<file path="src/hdl/tdq_pkg.sv">
`timescale 1ns / 1ps
`default_nettype none
// ----------------------------------------------------------------------------
// tdq_pkg
// Shared types, command codes and the key order of the timer deadline queue.
// ----------------------------------------------------------------------------
package tdq_pkg;

   localparam int DEADLINE_W = 64;
   localparam int ID_W       = 32;

   localparam logic [1:0] CMD_TICK  = 2'd0;
   localparam logic [1:0] CMD_ADD   = 2'd1;
   localparam logic [1:0] CMD_CHECK = 2'd2;

   // one stored timer
   typedef struct packed {
      logic                  valid;
      logic [DEADLINE_W-1:0] deadline;
      logic [ID_W-1:0]       id;
   } slot_type;

   // broadcast from the controller to every cell
   typedef struct packed {
      logic                  ins;
      logic                  pop;
      logic [DEADLINE_W-1:0] new_deadline;
      logic [ID_W-1:0]       new_id;
   } ctl_type;

   // strict order: deadline first, then id
   function automatic logic key_before(input logic [DEADLINE_W-1:0] da,
                                       input logic [ID_W-1:0]       ia,
                                       input logic [DEADLINE_W-1:0] db,
                                       input logic [ID_W-1:0]       ib);
      logic result;
      if (da != db) begin
         result = (da < db);
      end else begin
         result = (ia < ib);
      end
      return result;
   endfunction

endpackage
`default_nettype wire

</file>
<file path="src/hdl/tdq_cell.sv">
`timescale 1ns / 1ps
`default_nettype none
// ----------------------------------------------------------------------------
// tdq_cell
// One slot of the sorted chain: compares its key with a new timer and
// shifts toward the tail on insert or toward the head on pop.
// ----------------------------------------------------------------------------
module tdq_cell (
   input  wire logic             clock,
   input  wire logic             reset,
   input  wire tdq_pkg::ctl_type ctl,
   input  wire tdq_pkg::slot_type prev_slot,
   input  wire logic             prev_ahead,
   input  wire tdq_pkg::slot_type next_slot,
   output tdq_pkg::slot_type     slot,
   output logic                  ahead
);
   import tdq_pkg::*;

   logic                  valid_ff, valid_in;
   logic [DEADLINE_W-1:0] deadline_ff, deadline_in;
   logic [ID_W-1:0]       id_ff, id_in;

   // new timer orders ahead of this slot (always true for an empty slot)
   assign ahead = !valid_ff || key_before(ctl.new_deadline, ctl.new_id, deadline_ff, id_ff);

   always_comb begin
      valid_in    = valid_ff;
      deadline_in = deadline_ff;
      id_in       = id_ff;
      if (ctl.ins && ahead) begin
         if (prev_ahead) begin
            valid_in    = prev_slot.valid;
            deadline_in = prev_slot.deadline;
            id_in       = prev_slot.id;
         end else begin
            valid_in    = 1'b1;
            deadline_in = ctl.new_deadline;
            id_in       = ctl.new_id;
         end
      end else if (ctl.pop) begin
         valid_in    = next_slot.valid;
         deadline_in = next_slot.deadline;
         id_in       = next_slot.id;
      end
   end

   always_ff @(posedge clock) begin
      if (reset) begin
         valid_ff <= 1'b0;
      end else begin
         valid_ff <= valid_in;
      end
      deadline_ff <= deadline_in;
      id_ff       <= id_in;
   end

   assign slot.valid    = valid_ff;
   assign slot.deadline = deadline_ff;
   assign slot.id       = id_ff;

endmodule
`default_nettype wire

</file>
<file path="config.mk">
export PLATFORM = sky130hd
export DESIGN_NAME = tdq_cell
export DESIGN_NICKNAME = d
export VERILOG_FILES = /design/src/hdl/tdq_pkg.sv /design/src/hdl/tdq_cell.sv
export SDC_FILE = /design/constraint.sdc
export NUM_CORES = 1
export LEC_CHECK = 0
export BUFFER_PORTS_ARGS = -buffer_cell sky130_fd_sc_hd__buf_4
export CORE_AREA = 2 2 152 154
export CTS_CLUSTER_SIZE = 25
export DETAILED_ROUTE_END_ITERATION = 10
export DIE_AREA = 0 0 154 156
export PLACE_DENSITY_LB_ADDON = 0.25
export SYNTH_ARGS = -nofsm -noshare
export SYNTH_HDL_FRONTEND = slang
export SYNTH_SLANG_ARGS = --single-unit
</file>
<file path="constraint.sdc">
create_clock -name clock -period 8.3 [get_ports clock]
set_input_delay 1.66 -clock clock [delete_from_list [all_inputs] [get_ports clock]]
set_output_delay 1.66 -clock clock [all_outputs]
set_load 0.01 [all_outputs]
</file>
==> results of run 1 <==
==> kinds of logic after synthesis <==
group / Yosys count / synth area share (%)
adder cells (fa/ha/maj): 95 / 15.3
AND/OR/NAND/NOR: 83 / 5.62
AO/OA/AOI/OAI: 77 / 5.95
multiplexers: 191 / 28.6
buffers and inverters: 125 / 7.16
flip-flops: 97 / 37.4
==> layout by cell type, fill, tap and decap left out, drive strengths merged, types with 7 or more instances in the layout <==
cell type and instances:
a211oi 7, a21oi 39, buf 397, clkbuf 10, edfxtp 96, ha 95
inv 102, mux2 191, nand2 26, nand3 12, nand4 20, nor2 7
o21ai 16
==> per-layer routing <==
| metal | part of all wire, % | wire (microns) | GRT usage, % |
|---|---|---|---|
| met1 | 39 | 9640 | 22.8 |
| met2 | 51 | 12600 | 36.3 |
| met3 | 8.0 | 1960 | 5.36 |
| met4 | 1.4 | 348 | 5.03 |
| met5 | 0 | 0 | 0 |
==> synth_stat cells <==
cell,number
mux2_2,173
nand4_1,20
nor4_1,3
o21a_1,1
o211ai_1,1
and3_1,1
a211oi_2,1
nor2_1,7
a21oi_1,39
a311oi_1,1
nor3_1,3
a211oi_1,6
and4_1,3
clkbuf_1,11
nand2_1,26
buf_6,1
and2_0,1
a221oi_1,3
o21ai_0,16
ha_1,95
nand3_1,12
nand3b_1,1
inv_1,102
a21o_1,4
dfxtp_1,1
o221a_1,1
or2_1,1
nor2b_1,3
o41ai_1,1
edfxtp_1,96
a221o_1,1
and4bb_1,1
or4b_1,1
a2111oi_1,1
buf_4,8
buf_12,3
mux2_4,18
a2111oi_0,1
==> path summary, 6_finish.rpt <==
| path | to | cells after the start |
|---|---|---|
| min reg2reg | valid_ff | 3 |
| max | ahead | 10 |
| max reg2reg | deadline_ff[44] | 11 |
| min | valid_ff | 3 |
==> area by class of cell <==
| class | instances | area, sq um |
|---|---|---|
| clock buffers | 10 | 229 |
| fillers | 2085 | 11100 |
| repair buffers | 397 | 2980 |
| inverters | 102 | 383 |
| multi-input cells | 446 | 4320 |
| well taps | 285 | 357 |
| clock inverters | 5 | 57.6 |
| flip-flops and latches | 97 | 2900 |
==> state kept, by name, summed over array words and instances, names as in the netlist <==
name / count
valid_ff: 1
id_ff: 32
deadline_ff: 64
==> worst max-delay path, delay by kind of cell <==
kind                       cells  cell delay (ns)
and+or+nand+nor                4             1.53
adders and majority gates      1             0.32
AOI/OAI and AO/OA              2             0.54
buffers and inverters          3             0.35
==> metrics by stage <==
stage               std cells  hold slack [ns]  cell area, sq um  util, %  worst slack (ns)
global placement         1327            0.719             10900     48.9              1.96
CTS                      1342            0.747             11200     50.2              2.09
global route             1342            0.793             11200     50.2              1.95
finish                   1342            0.742             11200     50.2              2.24
detailed placement       1327            0.734             10900     48.9              2.10
floorplan                 668            0.635              7760        -              1.97
==> report_power, final <==
group          switching (uW)  internal [uW]  total (uW)  leakage (uW)
Clock                     193            232         426      0.000132
Sequential               32.3            615         648      0.000982
Combinational             257            323         581       0.00430
Total                     483           1170        1650       0.00541
==> results_dict.tcl, run 1 <==
set metrics [dict create \
    slew_violations 0 \
    cts_tree "built" \
    rows 55 \
    r2r_start "deadline_ff[30]" \
    peakVddDrop_uv 110 \
    cp_slowest_stage_delay_ns 0.57 \
    avgSynthCellArea_sq_um 11.6 \
    power_uw 1650 \
    cts_setup_buffers 0 \
    gp_congestion 0.798 \
    grt-ovfl-total 0 \
    routed_wl_microns 24500 \
    clk_pin_slew_ns 0.06 \
    cts_buffers 9 \
    antennaDiodeCount 0 \
    setup_viol 0 \
    vias_per_cell 4.87 \
    required_ns 6.64 \
    die-area_sq_mm 0.0240 \
    hold_start "valid_ff" \
    grt_antenna_before_repair 0 \
    die_w_microns 154 \
    critPathMostFrequentCell "buf_4" \
    vias 6536 \
    min_period_ns 6.06 \
    startpoint_type "input pin" \
    clockRootBuffer "clkbuf_16" \
    synth_cell_types 38 \
    post-route-drc-count 0 \
    fin_skew_ns 0.0118 \
    syn-instance-count 668 \
    synthTopCellsByArea "edfxtp_1 (37%), mux2_2 (25%), ha_1 (15%)" \
    leakage_uw 0.00541 \
    ys_warn_count 0 \
    r2r_slack_ns 3.68 \
    ant_nets 0 \
    clockBufferDepth 2 \
    io_buffers 392 \
    coreArea_sq_mm 0.0224 \
    fmax_mhz 165 \
    pin_count 393 \
    synth_seq_cells 97 \
    die_h_microns 156 \
    fin_crit_sh_pct 73.0 \
    cts_max_level 3 \
    slowest_stage "nor4_1" \
    arrival_ns 4.40 \
    synth_nets 1058 \
    clk_latency_ns 0.35 \
    status "completed" \
    power_density_mw_per_mm2 147 \
    grt_pass1_vias 6742 \
    slew_headroom_pct 28.8 \
    critPathCaptureType "output pin" \
    initial_core_util_pct 34.7 \
    rsz0062_at_grt "false" \
    grt.total_usage_pct 19.8 \
    synth_top_area_share_pct 37.1 \
    drt-initial-drc-count 237 \
    wl_per_cell_microns 18.3 \
    final_nets 1443 \
    max_cap_viol_count 0 \
    hold_class "reg2reg" \
    crit_start "ctl[70]" \
    post-dp-hpwl_microns 19900 \
    grt_max_degree 56 \
    cts_hold_buffers 0 \
    postCtsResizedCells 0 \
    tightest_slew_ns 1.05 \
    syn_area_sq_mm 0.00776 \
    setup_tns_ns 0 \
    worst-path-max-fanout 4 \
    finalHoldViolations 0 \
    path_cells "buf_4, ha_1, nand4_1, nor3_1, nand3_1, nor4_1, a311oi_1, a211oi_2, inv_1, buf_4" \
    grt_pass1_wl_microns 36800 \
    drtPass1Iterations 4 \
    seq_area_frac_synth_pct 37.4 \
    yosys.area.top_type "edfxtp_1" \
    cts.sinks 97 \
    drive_gt1_share_pct 57.1 \
    critical_path_class "in2out" \
    area_growth_pct 44.6 \
]
Note: power is estimated with default switching activity, not from simulation.
==> inputs of run 2 (changes only) <==
==> constraint.sdc (replaced) <==
create_clock -name clock -period 5.64 [get_ports clock]
set_input_delay 1.128 -clock clock [delete_from_list [all_inputs] [get_ports clock]]
set_output_delay 1.128 -clock clock [all_outputs]
set_load 0.01 [all_outputs]
==> run 2 against run 1 <==
  * Critical endpoint unchanged
  * Total power grew 48%
  * Worst setup slack lost 1.3 ns
  * Register-to-register slack got worse by 1.7 ns
  * Wire length decreased by 1.9%
  * Highest routed layer unchanged
  * Global-route usage is 0.089 points lower
==> results_dict.tcl, run 2 (synthesis gave the netlist of run 1 again) <==
set metrics [dict create \
    rows 55 \
    max_cap_viol_count 0 \
    grt_pass1_vias 6775 \
    cts.sinks 97 \
    regMostFlops "deadline_ff" \
    post-dp-hpwl_microns 19700 \
    drtPass1Iterations 4 \
    io_buffers 392 \
    vias 6515 \
    setup_tns_ns 0 \
    top_regs "deadline_ff: 64 flops, id_ff: 32 flops, valid_ff: 1 flops" \
    critical_path_class "in2out" \
    post-route-drc-count 0 \
    routed_wl_microns 24100 \
    postCtsResizedCells 0 \
    coreArea_sq_mm 0.0224 \
    grt_pass1_wl_microns 36700 \
    fmax_mhz 214 \
    peakVddDrop_uv 148 \
    cts_tree "built" \
    power_density_mw_per_mm2 216 \
    grt.total_usage_pct 19.7 \
    antennaDiodeCount 0 \
    ant_nets 0 \
    clk_latency_ns 0.35 \
    multi_input_area_sq_mm 0.00432 \
    largest_reg_flops 64 \
    hold_class "reg2reg" \
    setup_viol 0 \
    power_uw 2440 \
    startpoint_type "input pin" \
    regArea_sq_mm 0.00290 \
    slew_headroom_pct 40.7 \
    area_growth_pct 45.8 \
    grt_max_degree 64 \
    status "completed" \
    finalHoldViolations 0 \
    die_h_microns 156 \
    wl_per_cell_microns 17.8 \
    cts_buffers 9 \
    clockBufferDepth 2 \
    cts_max_level 3 \
    rsz0062_at_grt "false" \
    gp_congestion 0.803 \
    fin_util_pct 50.6 \
    mostFrequentLayoutCells "buf_4 (398), mux2_2 (173), inv_1 (102)" \
    drive_gt1_share_pct 57.3 \
    pin_count 393 \
    final_nets 1448 \
    clockRootBuffer "clkbuf_16" \
    leakage_uw 0.00546 \
    final_common_cell "buf_4" \
    fin_crit_sh_pct 83.0 \
    slew_violations 0 \
    grt-ovfl-total 0 \
    cts_hold_buffers 0 \
    vias_per_cell 4.83 \
    tightest_slew_ns 0.889 \
    min_period_ns 4.68 \
    critPathCaptureType "output pin" \
    drt-initial-drc-count 243 \
    die-area_sq_mm 0.0240 \
    clk_pin_slew_ns 0.06 \
    grt_antenna_before_repair 0 \
    num-fill-cells 2105 \
    worst-path-max-fanout 3 \
    required_ns 4.51 \
    cts_setup_buffers 0 \
    arrival_ns 3.55 \
    die_w_microns 154 \
    fin_skew_ns 0.0116 \
    initial_core_util_pct 34.7 \
]
## run 2: final timing paths
path	startpoint	end	slack (ns)	cells after the start
min reg2reg	valid_ff	valid_ff	0.72	3
min	valid_ff	valid_ff	0.72	3
max reg2reg	deadline_ff[27]	deadline_ff[55]	1.99	12
max	ctl[79]	ahead	0.96	10
## run 2: layer usage
| metal | up-vias | track usage, % | wire length [microns] |
|---|---|---|---|
| li1 | 3240 | - | - |
| met1 | 2997 | 23.3 | 9630 |
| met2 | 260 | 35.1 | 12100 |
| met3 | 18 | 6.47 | 2060 |
| met4 | 0 | 3.92 | 287 |
| met5 | - | 0 | 0 |
## run 2: final cells by class
| type | instances | area share, % |
|---|---|---|
| multi-input cells | 446 | 38.1 |
| clock inverters | 4 | 0.475 |
| inverters | 102 | 3.38 |
| clock buffers | 12 | 2.09 |
| repair buffers | 402 | 27.1 |
| flip-flops and latches | 97 | 25.7 |
| well taps | 285 | 3.15 |
## run 2: worst max-delay path, cell delays in order
cell,delay [ns]
buf_4,0.11
ha_1,0.31
nand4_1,0.14
nor2_1,0.36
nand3_1,0.24
nor4_1,0.46
a311oi_1,0.12
a211oi_2,0.42
inv_1,0.08
buf_4,0.16
## run 2: per-stage QoR
stage               area (sq um)  hold WS (ns)  std cells  worst slack (ns)
finish                     11300         0.724       1348             0.962
global route               11300         0.776       1348             0.649
CTS                        11300         0.731       1348             0.848
detailed placement         11000         0.719       1332             0.858
global placement           11000         0.696       1332             0.912
floorplan                   7760         0.635        668             0.806
## run 2: where the power goes
group	switching (uW)	internal, uW
Clock	285	346
Sequential	46.7	905
Combinational	376	483
==> inputs of run 3 (changes only) <==
--- a/config.mk
+++ b/config.mk
@@ -6,10 +6,10 @@
 export NUM_CORES = 1
 export LEC_CHECK = 0
 export BUFFER_PORTS_ARGS = -buffer_cell sky130_fd_sc_hd__buf_4
-export CORE_AREA = 2 2 152 154
+export CORE_AREA = 2 2 155 157
 export CTS_CLUSTER_SIZE = 25
 export DETAILED_ROUTE_END_ITERATION = 10
-export DIE_AREA = 0 0 154 156
+export DIE_AREA = 0 0 157 159
 export PLACE_DENSITY_LB_ADDON = 0.25
 export SYNTH_ARGS = -nofsm -noshare
 export SYNTH_HDL_FRONTEND = slang
==> constraint.sdc (replaced) <==
create_clock -name clock -period 4 [get_ports clock]
set_input_delay 0.8 -clock clock [delete_from_list [all_inputs] [get_ports clock]]
set_output_delay 0.8 -clock clock [all_outputs]
set_load 0.01 [all_outputs]
==> run 3 against run 2 <==
  * Via count about the same
  * Critical path type unchanged
  * Clock skew increased by 0.0028 ns
  * Wire length about the same
  * Design area increased by 1.2%
  * Sequential power increased by 41%
==> results_dict.tcl, run 3 (synthesis gave the netlist of run 1 again) <==
set metrics [dict create \
    status "completed" \
    rows 56 \
    top_regs "deadline_ff: 64 flops, id_ff: 32 flops, valid_ff: 1 flops" \
    largest_reg_flops 64 \
    critical_path_class "in2out" \
    hold_slack_ns 0.717 \
    grt_antenna_before_repair 1 \
    clk_latency_ns 0.35 \
    power_uw 3400 \
    worst-path-max-fanout 3 \
    hold_class "in2reg" \
    final_common_cell "buf_4" \
    area_growth_pct 47.5 \
    grt_max_degree 52 \
    pwr-share-seq_pct 39.5 \
    cts_max_level 3 \
    clockBufferDepth 2 \
    ant_nets 0 \
    post-dp-hpwl_microns 20200 \
    clk_pin_slew_ns 0.06 \
    setup_viol 0 \
    slew_violations 0 \
    initial_core_util_pct 33.5 \
    wl_per_cell_microns 17.3 \
    mostFrequentLayoutCells "buf_4 (403), mux2_2 (173), inv_1 (102)" \
    layout_setup_ws_ns 0.231 \
    required_ns 3.20 \
    cpLargestDelayFamily "compound AO/OA/AOI/OAI gates" \
    coreArea_sq_mm 0.0232 \
    startpoint_type "input pin" \
    slew_headroom_pct 66.1 \
    cp_slowest_stage_delay_ns 0.43 \
    rsz0062_at_grt "false" \
    finalHoldViolations 0 \
    post-route-drc-count 0 \
    combPwrFrac_pct 36.3 \
    power.internal_uw 2390 \
    dpl.cell_count 1372 \
    fmax_mhz 265 \
    die_w_microns 157 \
    crit_start "ctl[62]" \
    tightest_slew_ns 0.503 \
    r2r_cells 12 \
    reg2reg_to "id_ff[28]" \
    max_cap_viol_count 0 \
    grt-ovfl-total 0 \
    gp_congestion 0.799 \
    slowest_stage "a221oi_1" \
    grt.total_usage_pct 18.9 \
    arrival_ns 2.97 \
    peakVddDrop_uv 164 \
    cts_buffers 9 \
    grt_pass1_wl_microns 36600 \
    critPathBufInv 5 \
    min_period_ns 3.77 \
    drive_gt1_share_pct 58.2 \
    critPathMostFrequentCell "buf_4" \
    endpoint "ahead" \
    clkPwrFrac_pct 24.3 \
    cp.depth 11 \
    power_switching_uw 1010 \
    regMostFlops "deadline_ff" \
    place_ws_ns -0.182 \
    power_density_mw_per_mm2 297 \
    grt_pass1_vias 6835 \
    vias_per_cell 4.69 \
    pin_count 393 \
    die-area_sq_mm 0.0250 \
    drtPass1Iterations 4 \
    path_cells "buf_4, ha_1, nand4_1, inv_1, a221oi_1, o21ai_0, a211oi_1, a211oi_2, buf_4, inv_1, buf_4" \
    final_nets 1455 \
    sw_frac_of_total_pct 29.7 \
    io_buffers 392 \
    critPathCaptureType "output pin" \
    r2r_start "deadline_ff[57]" \
    r2r_slack_ns 0.51 \
    routed_wl_microns 24100 \
    fin_skew_ns 0.0144 \
    leakage_uw 0.00550 \
    fin_crit_sh_pct 94.2 \
    die_h_microns 159 \
    cts_tree "built" \
    setup_tns_ns 0 \
    vias 6517 \
    clockRootBuffer "clkbuf_16" \
    cts.sinks 97 \
    drt-initial-drc-count 153 \
    fin_cells 1390 \
]
==> run 3: cell count changes in the layout (fill, tap and decap cells not counted), sizes merged <==
cell	change
inv	+1
clkbuf	-3
clkinvlp	-1
bufinv	-1
clkinv	+4
diode	+1
buf	+7
==> run 3: timing repair <==
action / CTS / global route
hold buffers: 0 / 0
gates cloned: 0 / 0
setup buffers: 0 / 1
resized for setup: 2 / 2
setup endpoints to repair: 1 / 1
pin swaps: 0 / 1
==> run 3: worst reg2reg max path, stage by stage, from the launching register on <==
cell and delay [ns]:
edfxtp_1 0.47, inv_1 0.09, ha_1 0.24, a21oi_1 0.16, nor2_1 0.06, a211oi_1 0.43
o21ai_0 0.20, a211oi_1 0.37, a211oi_2 0.14, buf_4 0.16, nor2b_4 0.24, buf_12 0.26
mux2_2 0.42
==> run 3: worst min path at each step <==
stage / startpoint / slack, ns / to / depth (start not counted)
after detailed placement: valid_ff / 0.74 / valid_ff / 3
after global placement: valid_ff / 0.74 / valid_ff / 3
final: reset / 0.72 / valid_ff / 3
after CTS: reset / 0.69 / valid_ff / 3
after floorplan: valid_ff / 0.64 / valid_ff / 3
after global routing: reset / 0.71 / valid_ff / 3
==> run 3: layout make-up <==
| class | instances | area (sq um) |
|---|---|---|
| antenna | 1 | 2.50 |
| clock buffer | 9 | 225 |
| clock inverter | 7 | 46.3 |
| fill | 2189 | 11700 |
| inverter | 102 | 383 |
| multi-input combinational | 446 | 4350 |
| sequential | 97 | 2900 |
| tap | 319 | 399 |
| timing repair buffer | 409 | 3150 |
==> run 3: per-layer routing <==
metal / GRT usage [%] / vias up / routed length (microns)
li1: - / 3255 / -
met1: 22.2 / 3001 / 9690
met2: 34.4 / 243 / 12300
met3: 3.92 / 18 / 1710
met4: 5.30 / 0 / 322
met5: 0 / - / 0
==> run 3: stage by stage <==
step | instance area (sq um) | util [%]
2_1_floorplan | 7780 | -
3_3_place_gp | 11200 | 48.1
3_5_place_dp | 11200 | 48.1
4_1_cts | 11400 | 49.3
5_1_grt | 11500 | 49.4
6_report | 11500 | 49.4
==> run 3: power groups by stage <==
stage / Clock (uW) / Combinational [uW] / Sequential [uW]
after detailed placement: 0 / 1250 / 1370
after floorplan: 0 / 585 / 1420
final: 826 / 1230 / 1340
after CTS: 861 / 1250 / 1350
after global placement: 0 / 1230 / 1360
after global routing: 897 / 1370 / 1360
